`src/rtl/ipc_pkg.sv`:
```
// ----------------------------------------------------------------------------
// ipc_pkg
// Shared codes, widths and types of the interrupt priority controller.
// ----------------------------------------------------------------------------
package ipc_pkg;

    // Default sizes of the controller.
    localparam int MASKABLE_MAX_DEFAULT   = 21;
    localparam int SOFTWARE_COUNT_DEFAULT = 64;

    // Field widths.
    localparam int ACTION_W = 4;
    localparam int LANE_W   = 2;
    localparam int BYTE_W   = 8;
    localparam int SRC_W    = 6;
    localparam int LEVEL_W  = 2;
    localparam int KIND_W   = 3;
    localparam int COUNT_W  = 5;
    localparam int CFG_IDX_W = 1;

    // Register padded to four byte lanes for reads and writes.
    localparam int LANES_W = 32;

    // Reset value of the source count register.
    localparam logic [COUNT_W-1:0] SOURCE_COUNT_RESET = 5'd12;

    // Configuration register indexes.
    localparam logic [CFG_IDX_W-1:0] CFG_SOURCE_COUNT = 1'd0;
    localparam logic [CFG_IDX_W-1:0] CFG_NMI_WRITABLE = 1'd1;

    // Action codes.
    localparam logic [ACTION_W-1:0] ACT_ACCEPT       = 4'd0;
    localparam logic [ACTION_W-1:0] ACT_WRITE_MASK   = 4'd1;
    localparam logic [ACTION_W-1:0] ACT_WRITE_PEND   = 4'd2;
    localparam logic [ACTION_W-1:0] ACT_READ_MASK    = 4'd3;
    localparam logic [ACTION_W-1:0] ACT_READ_PEND    = 4'd4;
    localparam logic [ACTION_W-1:0] ACT_RAISE_MASK   = 4'd5;
    localparam logic [ACTION_W-1:0] ACT_RAISE_SW     = 4'd6;
    localparam logic [ACTION_W-1:0] ACT_BREAK        = 4'd7;
    localparam logic [ACTION_W-1:0] ACT_EMULATOR     = 4'd8;
    localparam logic [ACTION_W-1:0] ACT_REQUEST_NMI  = 4'd9;
    localparam logic [ACTION_W-1:0] ACT_RESET        = 4'd10;

    // Kind codes of an accepted interrupt.
    localparam logic [KIND_W-1:0] KIND_RESET    = 3'd0;
    localparam logic [KIND_W-1:0] KIND_SOFTWARE = 3'd1;
    localparam logic [KIND_W-1:0] KIND_EMULATOR = 3'd2;
    localparam logic [KIND_W-1:0] KIND_BREAK    = 3'd3;
    localparam logic [KIND_W-1:0] KIND_NMI      = 3'd4;
    localparam logic [KIND_W-1:0] KIND_MASKABLE = 3'd5;

    // Exception levels entered.
    localparam logic [LEVEL_W-1:0] LEVEL_RESET = 2'd0;
    localparam logic [LEVEL_W-1:0] LEVEL_IRQ   = 2'd1;
    localparam logic [LEVEL_W-1:0] LEVEL_EXC   = 2'd2;
    localparam logic [LEVEL_W-1:0] LEVEL_EMU   = 2'd3;

    // One input transaction.
    typedef struct packed {
        logic [ACTION_W-1:0] action;
        logic [LANE_W-1:0]   byte_offset;
        logic [BYTE_W-1:0]   write_data;
        logic [SRC_W-1:0]    source;
        logic [LEVEL_W-1:0]  cpu_level;
        logic                master_enable;
        logic                maskable_blocked;
    } item_t;

    // One result transaction.
    typedef struct packed {
        logic                taken;
        logic [KIND_W-1:0]   kind;
        logic [SRC_W-1:0]    taken_source;
        logic [LEVEL_W-1:0]  new_level;
        logic [BYTE_W-1:0]   read_data;
        logic                chip_reset;
        logic                any_active;
    } result_t;

    // Configuration write toward the core.
    typedef struct packed {
        logic                 we;
        logic [CFG_IDX_W-1:0] index;
        logic [COUNT_W-1:0]   data;
    } cfg_write_t;

endpackage

```
`src/rtl/ipc_lowest_bit.sv`:
```
// ----------------------------------------------------------------------------
// ipc_lowest_bit
// Index of the lowest set bit of a vector; zero when no bit is set.
// ----------------------------------------------------------------------------
module ipc_lowest_bit #(
    parameter int WIDTH = 64,
    parameter int IDX_W = (WIDTH > 1) ? $clog2(WIDTH) : 1
) (
    input  logic [WIDTH-1:0] value,
    output logic [IDX_W-1:0] index
);

    logic [WIDTH-1:0] onehot;

    // Isolate the lowest set bit, then encode its position.
    assign onehot = value & (~value + WIDTH'(1));

    always_comb
    begin
        index = '0;
        for (int i = 0; i < WIDTH; i++)
        begin
            if (onehot[i])
            begin
                index = index | IDX_W'(i);
            end
        end
    end

endmodule

```
`src/rtl/ipc_core.sv`:
```
// ----------------------------------------------------------------------------
// ipc_core
// Interrupt state, register access and the priority decision for one
// transaction per cycle; the state advances only on cycles with step high.
// ----------------------------------------------------------------------------
module ipc_core #(
    parameter int MASKABLE_MAX   = ipc_pkg::MASKABLE_MAX_DEFAULT,
    parameter int SOFTWARE_COUNT = ipc_pkg::SOFTWARE_COUNT_DEFAULT
) (
    input  logic                clk,
    input  logic                rst_n,
    input  logic                step,
    input  ipc_pkg::item_t      item,
    input  ipc_pkg::cfg_write_t cfg,
    output ipc_pkg::result_t    result
);

    localparam int REG_W  = MASKABLE_MAX + 1;
    localparam int SW_W   = SOFTWARE_COUNT;
    localparam int SW_IDX = (SW_W > 1) ? $clog2(SW_W) : 1;
    localparam int MK_IDX = (REG_W > 1) ? $clog2(REG_W) : 1;

    logic [ipc_pkg::COUNT_W-1:0] source_count_reg;
    logic                        nmi_writable_reg;

    logic [REG_W-1:0] mask_reg,     mask_next;
    logic [REG_W-1:0] pending_reg,  pending_next;
    logic             reset_flag_reg, reset_flag_next;
    logic             break_flag_reg, break_flag_next;
    logic             emu_flag_reg,   emu_flag_next;
    logic [SW_W-1:0]  sw_flags_reg,   sw_flags_next;

    logic [ipc_pkg::COUNT_W-1:0] count_eff;
    logic [REG_W-1:0]            in_use;
    logic [REG_W-1:0]            writable;
    logic [REG_W-1:0]            mask_active;
    logic [SW_IDX-1:0]           sw_index;
    logic [MK_IDX-1:0]           mk_index;
    logic [ipc_pkg::LANES_W-1:0] lane_mask;
    logic [ipc_pkg::LANES_W-1:0] lane_data;
    logic [ipc_pkg::LANES_W-1:0] mask_wide;
    logic [ipc_pkg::LANES_W-1:0] pending_wide;

    // Counts above the implemented width act as the largest one.
    assign count_eff = (source_count_reg > ipc_pkg::COUNT_W'(MASKABLE_MAX))
                     ? ipc_pkg::COUNT_W'(MASKABLE_MAX) : source_count_reg;

    always_comb
    begin
        for (int i = 0; i < REG_W; i++)
        begin
            in_use[i] = (i != 0) && (6'(i) <= {1'b0, count_eff});
        end
    end

    assign writable    = in_use | REG_W'(nmi_writable_reg);
    assign mask_active = mask_reg & pending_reg & in_use;

    assign mask_wide    = ipc_pkg::LANES_W'(mask_reg);
    assign pending_wide = ipc_pkg::LANES_W'(pending_reg);
    assign lane_mask    = ipc_pkg::LANES_W'(8'hFF) << {item.byte_offset, 3'b000};
    assign lane_data    = ipc_pkg::LANES_W'(item.write_data) << {item.byte_offset, 3'b000};

    ipc_lowest_bit #(
        .WIDTH (SW_W),
        .IDX_W (SW_IDX)
    ) u_sw_pick (
        .value (sw_flags_reg),
        .index (sw_index)
    );

    ipc_lowest_bit #(
        .WIDTH (REG_W),
        .IDX_W (MK_IDX)
    ) u_mask_pick (
        .value (mask_active),
        .index (mk_index)
    );

    always_comb
    begin
        logic clear_all;
        logic [ipc_pkg::LANES_W-1:0] wr_value;

        clear_all       = 1'b0;
        wr_value        = '0;
        mask_next       = mask_reg;
        pending_next    = pending_reg;
        reset_flag_next = reset_flag_reg;
        break_flag_next = break_flag_reg;
        emu_flag_next   = emu_flag_reg;
        sw_flags_next   = sw_flags_reg;
        result          = '0;

        unique case (item.action)
            ipc_pkg::ACT_ACCEPT:
            begin
                if (reset_flag_reg)
                begin
                    reset_flag_next  = 1'b0;
                    result.taken     = 1'b1;
                    result.kind      = ipc_pkg::KIND_RESET;
                    result.new_level = ipc_pkg::LEVEL_RESET;
                end
                else if (|sw_flags_reg)
                begin
                    sw_flags_next       = sw_flags_reg & ~(SW_W'(1) << sw_index);
                    result.taken        = 1'b1;
                    result.kind         = ipc_pkg::KIND_SOFTWARE;
                    result.taken_source = ipc_pkg::SRC_W'(sw_index);
                    result.new_level    = ipc_pkg::LEVEL_IRQ;
                end
                else if (emu_flag_reg)
                begin
                    emu_flag_next    = 1'b0;
                    result.taken     = 1'b1;
                    result.kind      = ipc_pkg::KIND_EMULATOR;
                    result.new_level = ipc_pkg::LEVEL_EMU;
                end
                else if (break_flag_reg)
                begin
                    break_flag_next  = 1'b0;
                    result.taken     = 1'b1;
                    result.kind      = ipc_pkg::KIND_BREAK;
                    result.new_level = ipc_pkg::LEVEL_EXC;
                end
                else if (mask_reg[0] && pending_reg[0])
                begin
                    // An NMI is refused only at the emulator level.
                    if (item.cpu_level != ipc_pkg::LEVEL_EMU)
                    begin
                        pending_next[0]  = 1'b0;
                        result.taken     = 1'b1;
                        result.kind      = ipc_pkg::KIND_NMI;
                        result.new_level = ipc_pkg::LEVEL_EXC;
                    end
                end
                else if (|mask_active)
                begin
                    if ((item.cpu_level <= ipc_pkg::LEVEL_IRQ) &&
                        item.master_enable && !item.maskable_blocked)
                    begin
                        pending_next        = pending_reg & ~(REG_W'(1) << mk_index);
                        result.taken        = 1'b1;
                        result.kind         = ipc_pkg::KIND_MASKABLE;
                        result.taken_source = ipc_pkg::SRC_W'(mk_index) - 6'd1;
                        result.new_level    = ipc_pkg::LEVEL_IRQ;
                    end
                end
            end
            ipc_pkg::ACT_WRITE_MASK:
            begin
                wr_value  = (mask_wide & ~lane_mask) | lane_data;
                mask_next = wr_value[REG_W-1:0] & writable;
            end
            ipc_pkg::ACT_WRITE_PEND:
            begin
                wr_value     = (pending_wide & ~lane_mask) | lane_data;
                pending_next = wr_value[REG_W-1:0] & writable;
            end
            ipc_pkg::ACT_READ_MASK:
            begin
                result.read_data = ipc_pkg::BYTE_W'(mask_wide >> {item.byte_offset, 3'b000});
            end
            ipc_pkg::ACT_READ_PEND:
            begin
                result.read_data = ipc_pkg::BYTE_W'(pending_wide >> {item.byte_offset, 3'b000});
            end
            ipc_pkg::ACT_RAISE_MASK:
            begin
                if (item.source < ipc_pkg::SRC_W'(count_eff))
                begin
                    pending_next = pending_reg | (REG_W'(1) << (7'(item.source) + 7'd1));
                end
            end
            ipc_pkg::ACT_RAISE_SW:
            begin
                if (7'(item.source) < 7'(SOFTWARE_COUNT))
                begin
                    sw_flags_next = sw_flags_reg | (SW_W'(1) << item.source);
                end
            end
            ipc_pkg::ACT_BREAK:
            begin
                if (item.cpu_level > ipc_pkg::LEVEL_IRQ)
                begin
                    clear_all         = 1'b1;
                    result.chip_reset = 1'b1;
                end
                else
                begin
                    break_flag_next = 1'b1;
                end
            end
            ipc_pkg::ACT_EMULATOR:
            begin
                emu_flag_next = 1'b1;
            end
            ipc_pkg::ACT_REQUEST_NMI:
            begin
                pending_next[0] = 1'b1;
            end
            ipc_pkg::ACT_RESET:
            begin
                clear_all = 1'b1;
            end
            default:
            begin
            end
        endcase

        if (clear_all)
        begin
            mask_next       = '0;
            pending_next    = '0;
            reset_flag_next = 1'b1;
            break_flag_next = 1'b0;
            emu_flag_next   = 1'b0;
            sw_flags_next   = '0;
        end

        // The activity summary looks at the state left by this transaction.
        result.any_active = reset_flag_next || (|sw_flags_next) || emu_flag_next ||
                            break_flag_next ||
                            (|(mask_next & pending_next & (in_use | REG_W'(1))));
    end

    always_ff @(posedge clk or negedge rst_n)
    begin
        if (!rst_n)
        begin
            source_count_reg <= ipc_pkg::SOURCE_COUNT_RESET;
            nmi_writable_reg <= 1'b0;
        end
        else if (cfg.we)
        begin
            unique case (cfg.index)
                ipc_pkg::CFG_SOURCE_COUNT: source_count_reg <= cfg.data;
                ipc_pkg::CFG_NMI_WRITABLE: nmi_writable_reg <= cfg.data[0];
                default:
                begin
                end
            endcase
        end
    end

    always_ff @(posedge clk or negedge rst_n)
    begin
        if (!rst_n)
        begin
            mask_reg       <= '0;
            pending_reg    <= '0;
            reset_flag_reg <= 1'b1;
            break_flag_reg <= 1'b0;
            emu_flag_reg   <= 1'b0;
            sw_flags_reg   <= '0;
        end
        else if (step)
        begin
            mask_reg       <= mask_next;
            pending_reg    <= pending_next;
            reset_flag_reg <= reset_flag_next;
            break_flag_reg <= break_flag_next;
            emu_flag_reg   <= emu_flag_next;
            sw_flags_reg   <= sw_flags_next;
        end
    end

endmodule

```
`src/rtl/interrupt_priority_controller.sv`:
```
// ----------------------------------------------------------------------------
// interrupt_priority_controller
// Priority interrupt controller with exception levels and byte-wide access
// to its mask and pending registers.
//
// Flow: the accepting edge loads the input register, and a step of the core
// then loads the result register, which offers the result from then on.
// Throughput: one transaction per cycle while the result side is ready; the
// whole decision is one pass of logic between the two registers.
// Reset: rst_n clears both registers' valid bits and loads the reset flag,
// so the first accept tick after reset reports a reset entry.
// ----------------------------------------------------------------------------
module interrupt_priority_controller #(
    parameter int MASKABLE_MAX   = ipc_pkg::MASKABLE_MAX_DEFAULT,
    parameter int SOFTWARE_COUNT = ipc_pkg::SOFTWARE_COUNT_DEFAULT
) (
    input  logic                            clk,
    input  logic                            rst_n,

    // Input channel.
    input  logic                            in_valid,
    output logic                            in_ready,
    input  logic [ipc_pkg::ACTION_W-1:0]    action,
    input  logic [ipc_pkg::LANE_W-1:0]      byte_offset,
    input  logic [ipc_pkg::BYTE_W-1:0]      write_data,
    input  logic [ipc_pkg::SRC_W-1:0]       source,
    input  logic [ipc_pkg::LEVEL_W-1:0]     cpu_level,
    input  logic                            master_enable,
    input  logic                            maskable_blocked,

    // Result channel.
    output logic                            out_valid,
    input  logic                            out_ready,
    output logic                            taken,
    output logic [ipc_pkg::KIND_W-1:0]      kind,
    output logic [ipc_pkg::SRC_W-1:0]       taken_source,
    output logic [ipc_pkg::LEVEL_W-1:0]     new_level,
    output logic [ipc_pkg::BYTE_W-1:0]      read_data,
    output logic                            chip_reset,
    output logic                            any_active,

    // Configuration write channel.
    input  logic                            cfg_valid,
    output logic                            cfg_ready,
    input  logic [ipc_pkg::CFG_IDX_W-1:0]   cfg_index,
    input  logic [ipc_pkg::COUNT_W-1:0]     cfg_data
);

    // The input register holds one accepted transaction until the core has
    // processed it. The core processes it in the cycle after acceptance,
    // provided the result register is empty or is being emptied.
    logic                in_hold_reg;
    ipc_pkg::item_t      item_reg;
    logic                out_valid_reg;
    ipc_pkg::result_t    result_reg;
    ipc_pkg::result_t    result_next;
    ipc_pkg::cfg_write_t cfg_write;
    logic                step;
    logic                in_fire;

    assign step     = in_hold_reg && (!out_valid_reg || out_ready);
    assign in_ready = !in_hold_reg || step;
    assign in_fire  = in_valid && in_ready;

    // Config writes are always taken; users must write only while idle.
    assign cfg_ready       = 1'b1;
    assign cfg_write.we    = cfg_valid;
    assign cfg_write.index = cfg_index;
    assign cfg_write.data  = cfg_data;

    always_ff @(posedge clk or negedge rst_n)
    begin
        if (!rst_n)
        begin
            in_hold_reg <= 1'b0;
        end
        else if (in_fire)
        begin
            in_hold_reg <= 1'b1;
        end
        else if (step)
        begin
            in_hold_reg <= 1'b0;
        end
    end

    // Payload capture needs no reset.
    always_ff @(posedge clk)
    begin
        if (in_fire)
        begin
            item_reg.action           <= action;
            item_reg.byte_offset      <= byte_offset;
            item_reg.write_data       <= write_data;
            item_reg.source           <= source;
            item_reg.cpu_level        <= cpu_level;
            item_reg.master_enable    <= master_enable;
            item_reg.maskable_blocked <= maskable_blocked;
        end
    end

    // All interrupt state and the priority decision live in the core. It
    // updates its state only on a step, so transactions take effect in order.
    ipc_core #(
        .MASKABLE_MAX   (MASKABLE_MAX),
        .SOFTWARE_COUNT (SOFTWARE_COUNT)
    ) u_core (
        .clk    (clk),
        .rst_n  (rst_n),
        .step   (step),
        .item   (item_reg),
        .cfg    (cfg_write),
        .result (result_next)
    );

    // The result register decouples the result side, so a new input
    // transaction is accepted while a finished result still waits.
    always_ff @(posedge clk or negedge rst_n)
    begin
        if (!rst_n)
        begin
            out_valid_reg <= 1'b0;
        end
        else if (step)
        begin
            out_valid_reg <= 1'b1;
        end
        else if (out_ready)
        begin
            out_valid_reg <= 1'b0;
        end
    end

    always_ff @(posedge clk)
    begin
        if (step)
        begin
            result_reg <= result_next;
        end
    end

    assign out_valid    = out_valid_reg;
    assign taken        = result_reg.taken;
    assign kind         = result_reg.kind;
    assign taken_source = result_reg.taken_source;
    assign new_level    = result_reg.new_level;
    assign read_data    = result_reg.read_data;
    assign chip_reset   = result_reg.chip_reset;
    assign any_active   = result_reg.any_active;

endmodule

```
`config.mk`:
```
export PLATFORM = sky130hd
export DESIGN_NAME = interrupt_priority_controller
export DESIGN_NICKNAME = d
export VERILOG_FILES = /design/src/rtl/ipc_pkg.sv /design/src/rtl/ipc_lowest_bit.sv /design/src/rtl/ipc_core.sv /design/src/rtl/interrupt_priority_controller.sv
export SDC_FILE = /design/constraint.sdc
export NUM_CORES = 1
export LEC_CHECK = 0
export BUFFER_PORTS_ARGS = -buffer_cell sky130_fd_sc_hd__buf_2
export CAP_MARGIN = 20
export CORE_ASPECT_RATIO = 1.1
export CORE_MARGIN = 1
export CORE_UTILIZATION = 50
export DETAILED_ROUTE_END_ITERATION = 8
export HOLD_SLACK_MARGIN = 0.1
export PLACE_DENSITY = 0.67
export SYNTH_ARGS = -nofsm -noshare
export SYNTH_HDL_FRONTEND = slang
export SYNTH_SLANG_ARGS = --single-unit
```
`constraint.sdc`:
```
create_clock -name clk -period 12.2 [get_ports clk]
set_clock_uncertainty 0.15 [all_clocks]
set_input_delay 3.05 -clock clk [delete_from_list [all_inputs] [get_ports clk]]
set_output_delay 3.05 -clock clk [all_outputs]
set_load 0.01 [all_outputs]
```
==> impl_metrics.tcl <==
set metrics [dict create \
    outcome "completed" \
    synth_common_cells "nand2_1 (247), o21ai_0 (188), nor2_1 (162), dfrtp_1 (116), clkbuf_1 (101)" \
    detail_route.drc_violations 0 \
    fp.dieW_um 162.8 \
    tritoncts.num_buffers 17 \
    critical_path_class "primary input to output port" \
    worst_pin_slew_ns 1.135 \
    total_core_area_mm2 0.02787 \
    wl_per_cell_um 31.32 \
    post_synth_num_cell_types 99 \
    clk_transition_reported_paths_ns 0.07 \
    setup_total_neg_slack_ns 0 \
    final_hold_viol_count 0 \
    synth.top_cells.by_area "dfrtp_1 (20%), edfxtp_1 (9.7%), o21ai_0 (6.6%), nand2_1 (6.5%), nor2_1 (4.3%)" \
    use_met1 0.5411 \
    power.combinational.fraction 0.415 \
    hpwlAfterDp_um 49810 \
    layout-drive-gt1-share 0.1088 \
    die_h_um 178.9 \
    hp-class "flip-flop to flip-flop" \
    startpoint_type "primary input" \
    internal-power_mw 1.187 \
    yosys_warnings 0 \
    port_buffers 58 \
    met2_usage 0.7424 \
    min_period_over_period 0.5470 \
    initial_utilization 0.5101 \
    synth_top_flop_cell "dfrtp_1" \
    p_switching_mw 1.084 \
    synth-seq-cells 165 \
    power_per_cell_area_mw_per_mm2 148.6 \
    finalSetupViolations 0 \
    clk_root_buffer_cell "clkbuf_16" \
    postSynthAreaPerCell_um2 7.730 \
    clock_tree.htree_level_count 4 \
    finish.net_count 1866 \
    post_cts.resized_instances 0 \
    detail_route.first_pass.iterations 6 \
    synthesis.area_mm2 0.01422 \
    largest_net_degree_at_the_start_of_global_routing 83 \
    area.growth.synth_to_final_pct 7.481 \
    cts_buffer_depth 2 \
    most_numerous_cell_in_the_yosys_netlist "nand2_1" \
    library_cell_occupying_the_most_area_in_the_post_synthesis_netlist "dfrtp_1" \
    power.leakage_nw 5.753 \
    use_met3 0.1189 \
    post_synthesis_async_set_or_reset_flop_share 0.7212 \
    max_clock_freq_mhz 149.8 \
    total_area_of_multi_input_combinational_cells_mm2 0.009155 \
    vdd.ir_drop.worst_mv 0.09075 \
    drt_iter0_markers 2785 \
    synth.net_count 1889 \
    slew_headroom 0.2367 \
    route.detailed.vias_per_inst 7.569 \
    pwr-share-seq 0.340 \
    synthesis.instances 1839 \
    grtUsageTotal 0.4757 \
    worst_ep_required_time_ns 9.00 \
    layout_min_cycle_time_ns 6.674 \
    power.switching_fraction 0.4772 \
    clkPwrFrac 0.245 \
    arrival_ns 3.47 \
    seqCellArea_mm2 0.004363 \
    dp_worst_setup_slack_ns 5.527 \
    busiest_layer "met2" \
    std_cell_rows 64 \
    boundaryPins 60 \
    cp-end-kind "output port" \
    tritoncts_num_sinks 165 \
    max-cap-violations 0 \
    synth.top_cell.area_share 0.2042 \
    grt_pass1_wl_um 100600 \
    cts.hold.buffers_added 0 \
    via_count 16610 \
    maxSlewViolCount 0 \
    cts.repair_timing.setup_buffer_count 0 \
    timing.critical_path.fanout_max 3 \
    largest_reg_flops 64 \
    antenna_violating_nets_post_route 0 \
    finalWorstSetupSlack_ns 5.526 \
    number_of_antenna_violations_at_the_first_check_in_global_routing 6 \
    tritoncts "yes" \
    filler_cell_count 2653 \
    totalWireLength_um 68710 \
    yosysSeqAreaShare 0.3069 \
    design.die.area_mm2 0.02911 \
    globalRoute.totalOverflow 0 \
    clock_latency_ns 0.46 \
    gpl.final_weighted_congestion 1.096 \
    vias_in_the_first_global_route 15400 \
    synth_edf_count 46 \
    rsz0062_at_grt "false" \
]
-- layout by cell type (no fill, tap or decap), types with 20 or more instances in the layout --
cell type / n
o31ai_1: 32
a21oi_1: 87
inv_1: 46
buf_2: 57
o22ai_1: 24
nor2_1: 161
nand2_1: 246
mux2_2: 23
o211ai_1: 28
nand4_1: 38
a31oi_1: 44
and3_1: 24
buf_4: 35
edfxtp_1: 46
nor4_1: 39
o21ai_0: 187
nor3_1: 74
nand2b_1: 20
dfrtp_1: 116
nand3_1: 57
-- final cells by class --
type	count	share of cell area
sequential	165	0.2855
antenna	2	0.0003275
timing repair buffer	93	0.03636
clock buffer	18	0.02809
inverter	47	0.01155
clock inverter	14	0.009253
tap	363	0.02972
multi-input combinational	1492	0.5992
-- layer usage --
layer  vias to the layer above  routed length [um]
li1                       6994                   -
met1                      7708               23390
met2                      1464               30420
met3                       437                7546
met4                         4                7326
met5                         -                  24
-- worst max-delay path: stages --
cell and delay [ns]:
buf_2 0.10, nand3b_1 0.17, buf_2 0.16
-- path summary, 6_finish.rpt --
path | start | endpoint | slack [ns] | depth (start not counted)
min in group asynchronous | rst_n | u_core.mask_reg[19] | 2.50 | 1
setup / recovery | out_ready | in_ready | 5.53 | 3
hold reg to reg | u_core.mask_reg[10] | u_core.mask_reg[10] | 0.39 | 2
hold / removal | u_core.mask_reg[10] | u_core.mask_reg[10] | 0.39 | 2
max in group asynchronous | rst_n | u_core.sw_flags_reg[15] | 7.86 | 2
setup reg to reg | u_core.source_count_reg[3] | any_active | 5.63 | 16
-- through the flow --
stage	hold slack [ns]	area (um^2)	total power, mW	utilization	instances
2_1_floorplan	0.3072	14220	1.313	-	1839
3_3_place_gp	0.3641	14700	1.658	0.5274	2159
3_5_place_dp	0.3652	14700	1.658	0.5274	2159
4_1_cts	0.3824	15270	2.203	0.5479	2191
5_1_grt	0.4208	15270	2.332	0.5481	2192
6_report	0.3882	15280	2.271	0.5483	2194
-- logic make-up (layout without fill, tap and decap cells) --
| family | after synthesis | count (layout) | synth area share |
|---|---|---|---|
| and+or+nand+nor | 806 | 806 | 0.2936 |
| AOI/OAI and AO/OA | 619 | 619 | 0.2894 |
| buffers and inverters | 182 | 172 | 0.05184 |
| DFF | 165 | 165 | 0.3069 |
| muxes | 49 | 49 | 0.04357 |
| adders and majority gates | 15 | 15 | 0.01320 |
| xor gates and xnor gates | 2 | 2 | 0.001232 |
| other | 1 | 3 | 0.0002638 |
-- power groups by stage --
stage / combinational (mW) / sequential, mW / clock [mW]
floorplan: 0.626 / 0.687 / 0
global placement: 0.889 / 0.769 / 0
detailed placement: 0.887 / 0.771 / 0
CTS: 0.892 / 0.761 / 0.550
global route: 0.979 / 0.778 / 0.574
finish: 0.942 / 0.773 / 0.556
Note: power is estimated with default switching activity, not from simulation.
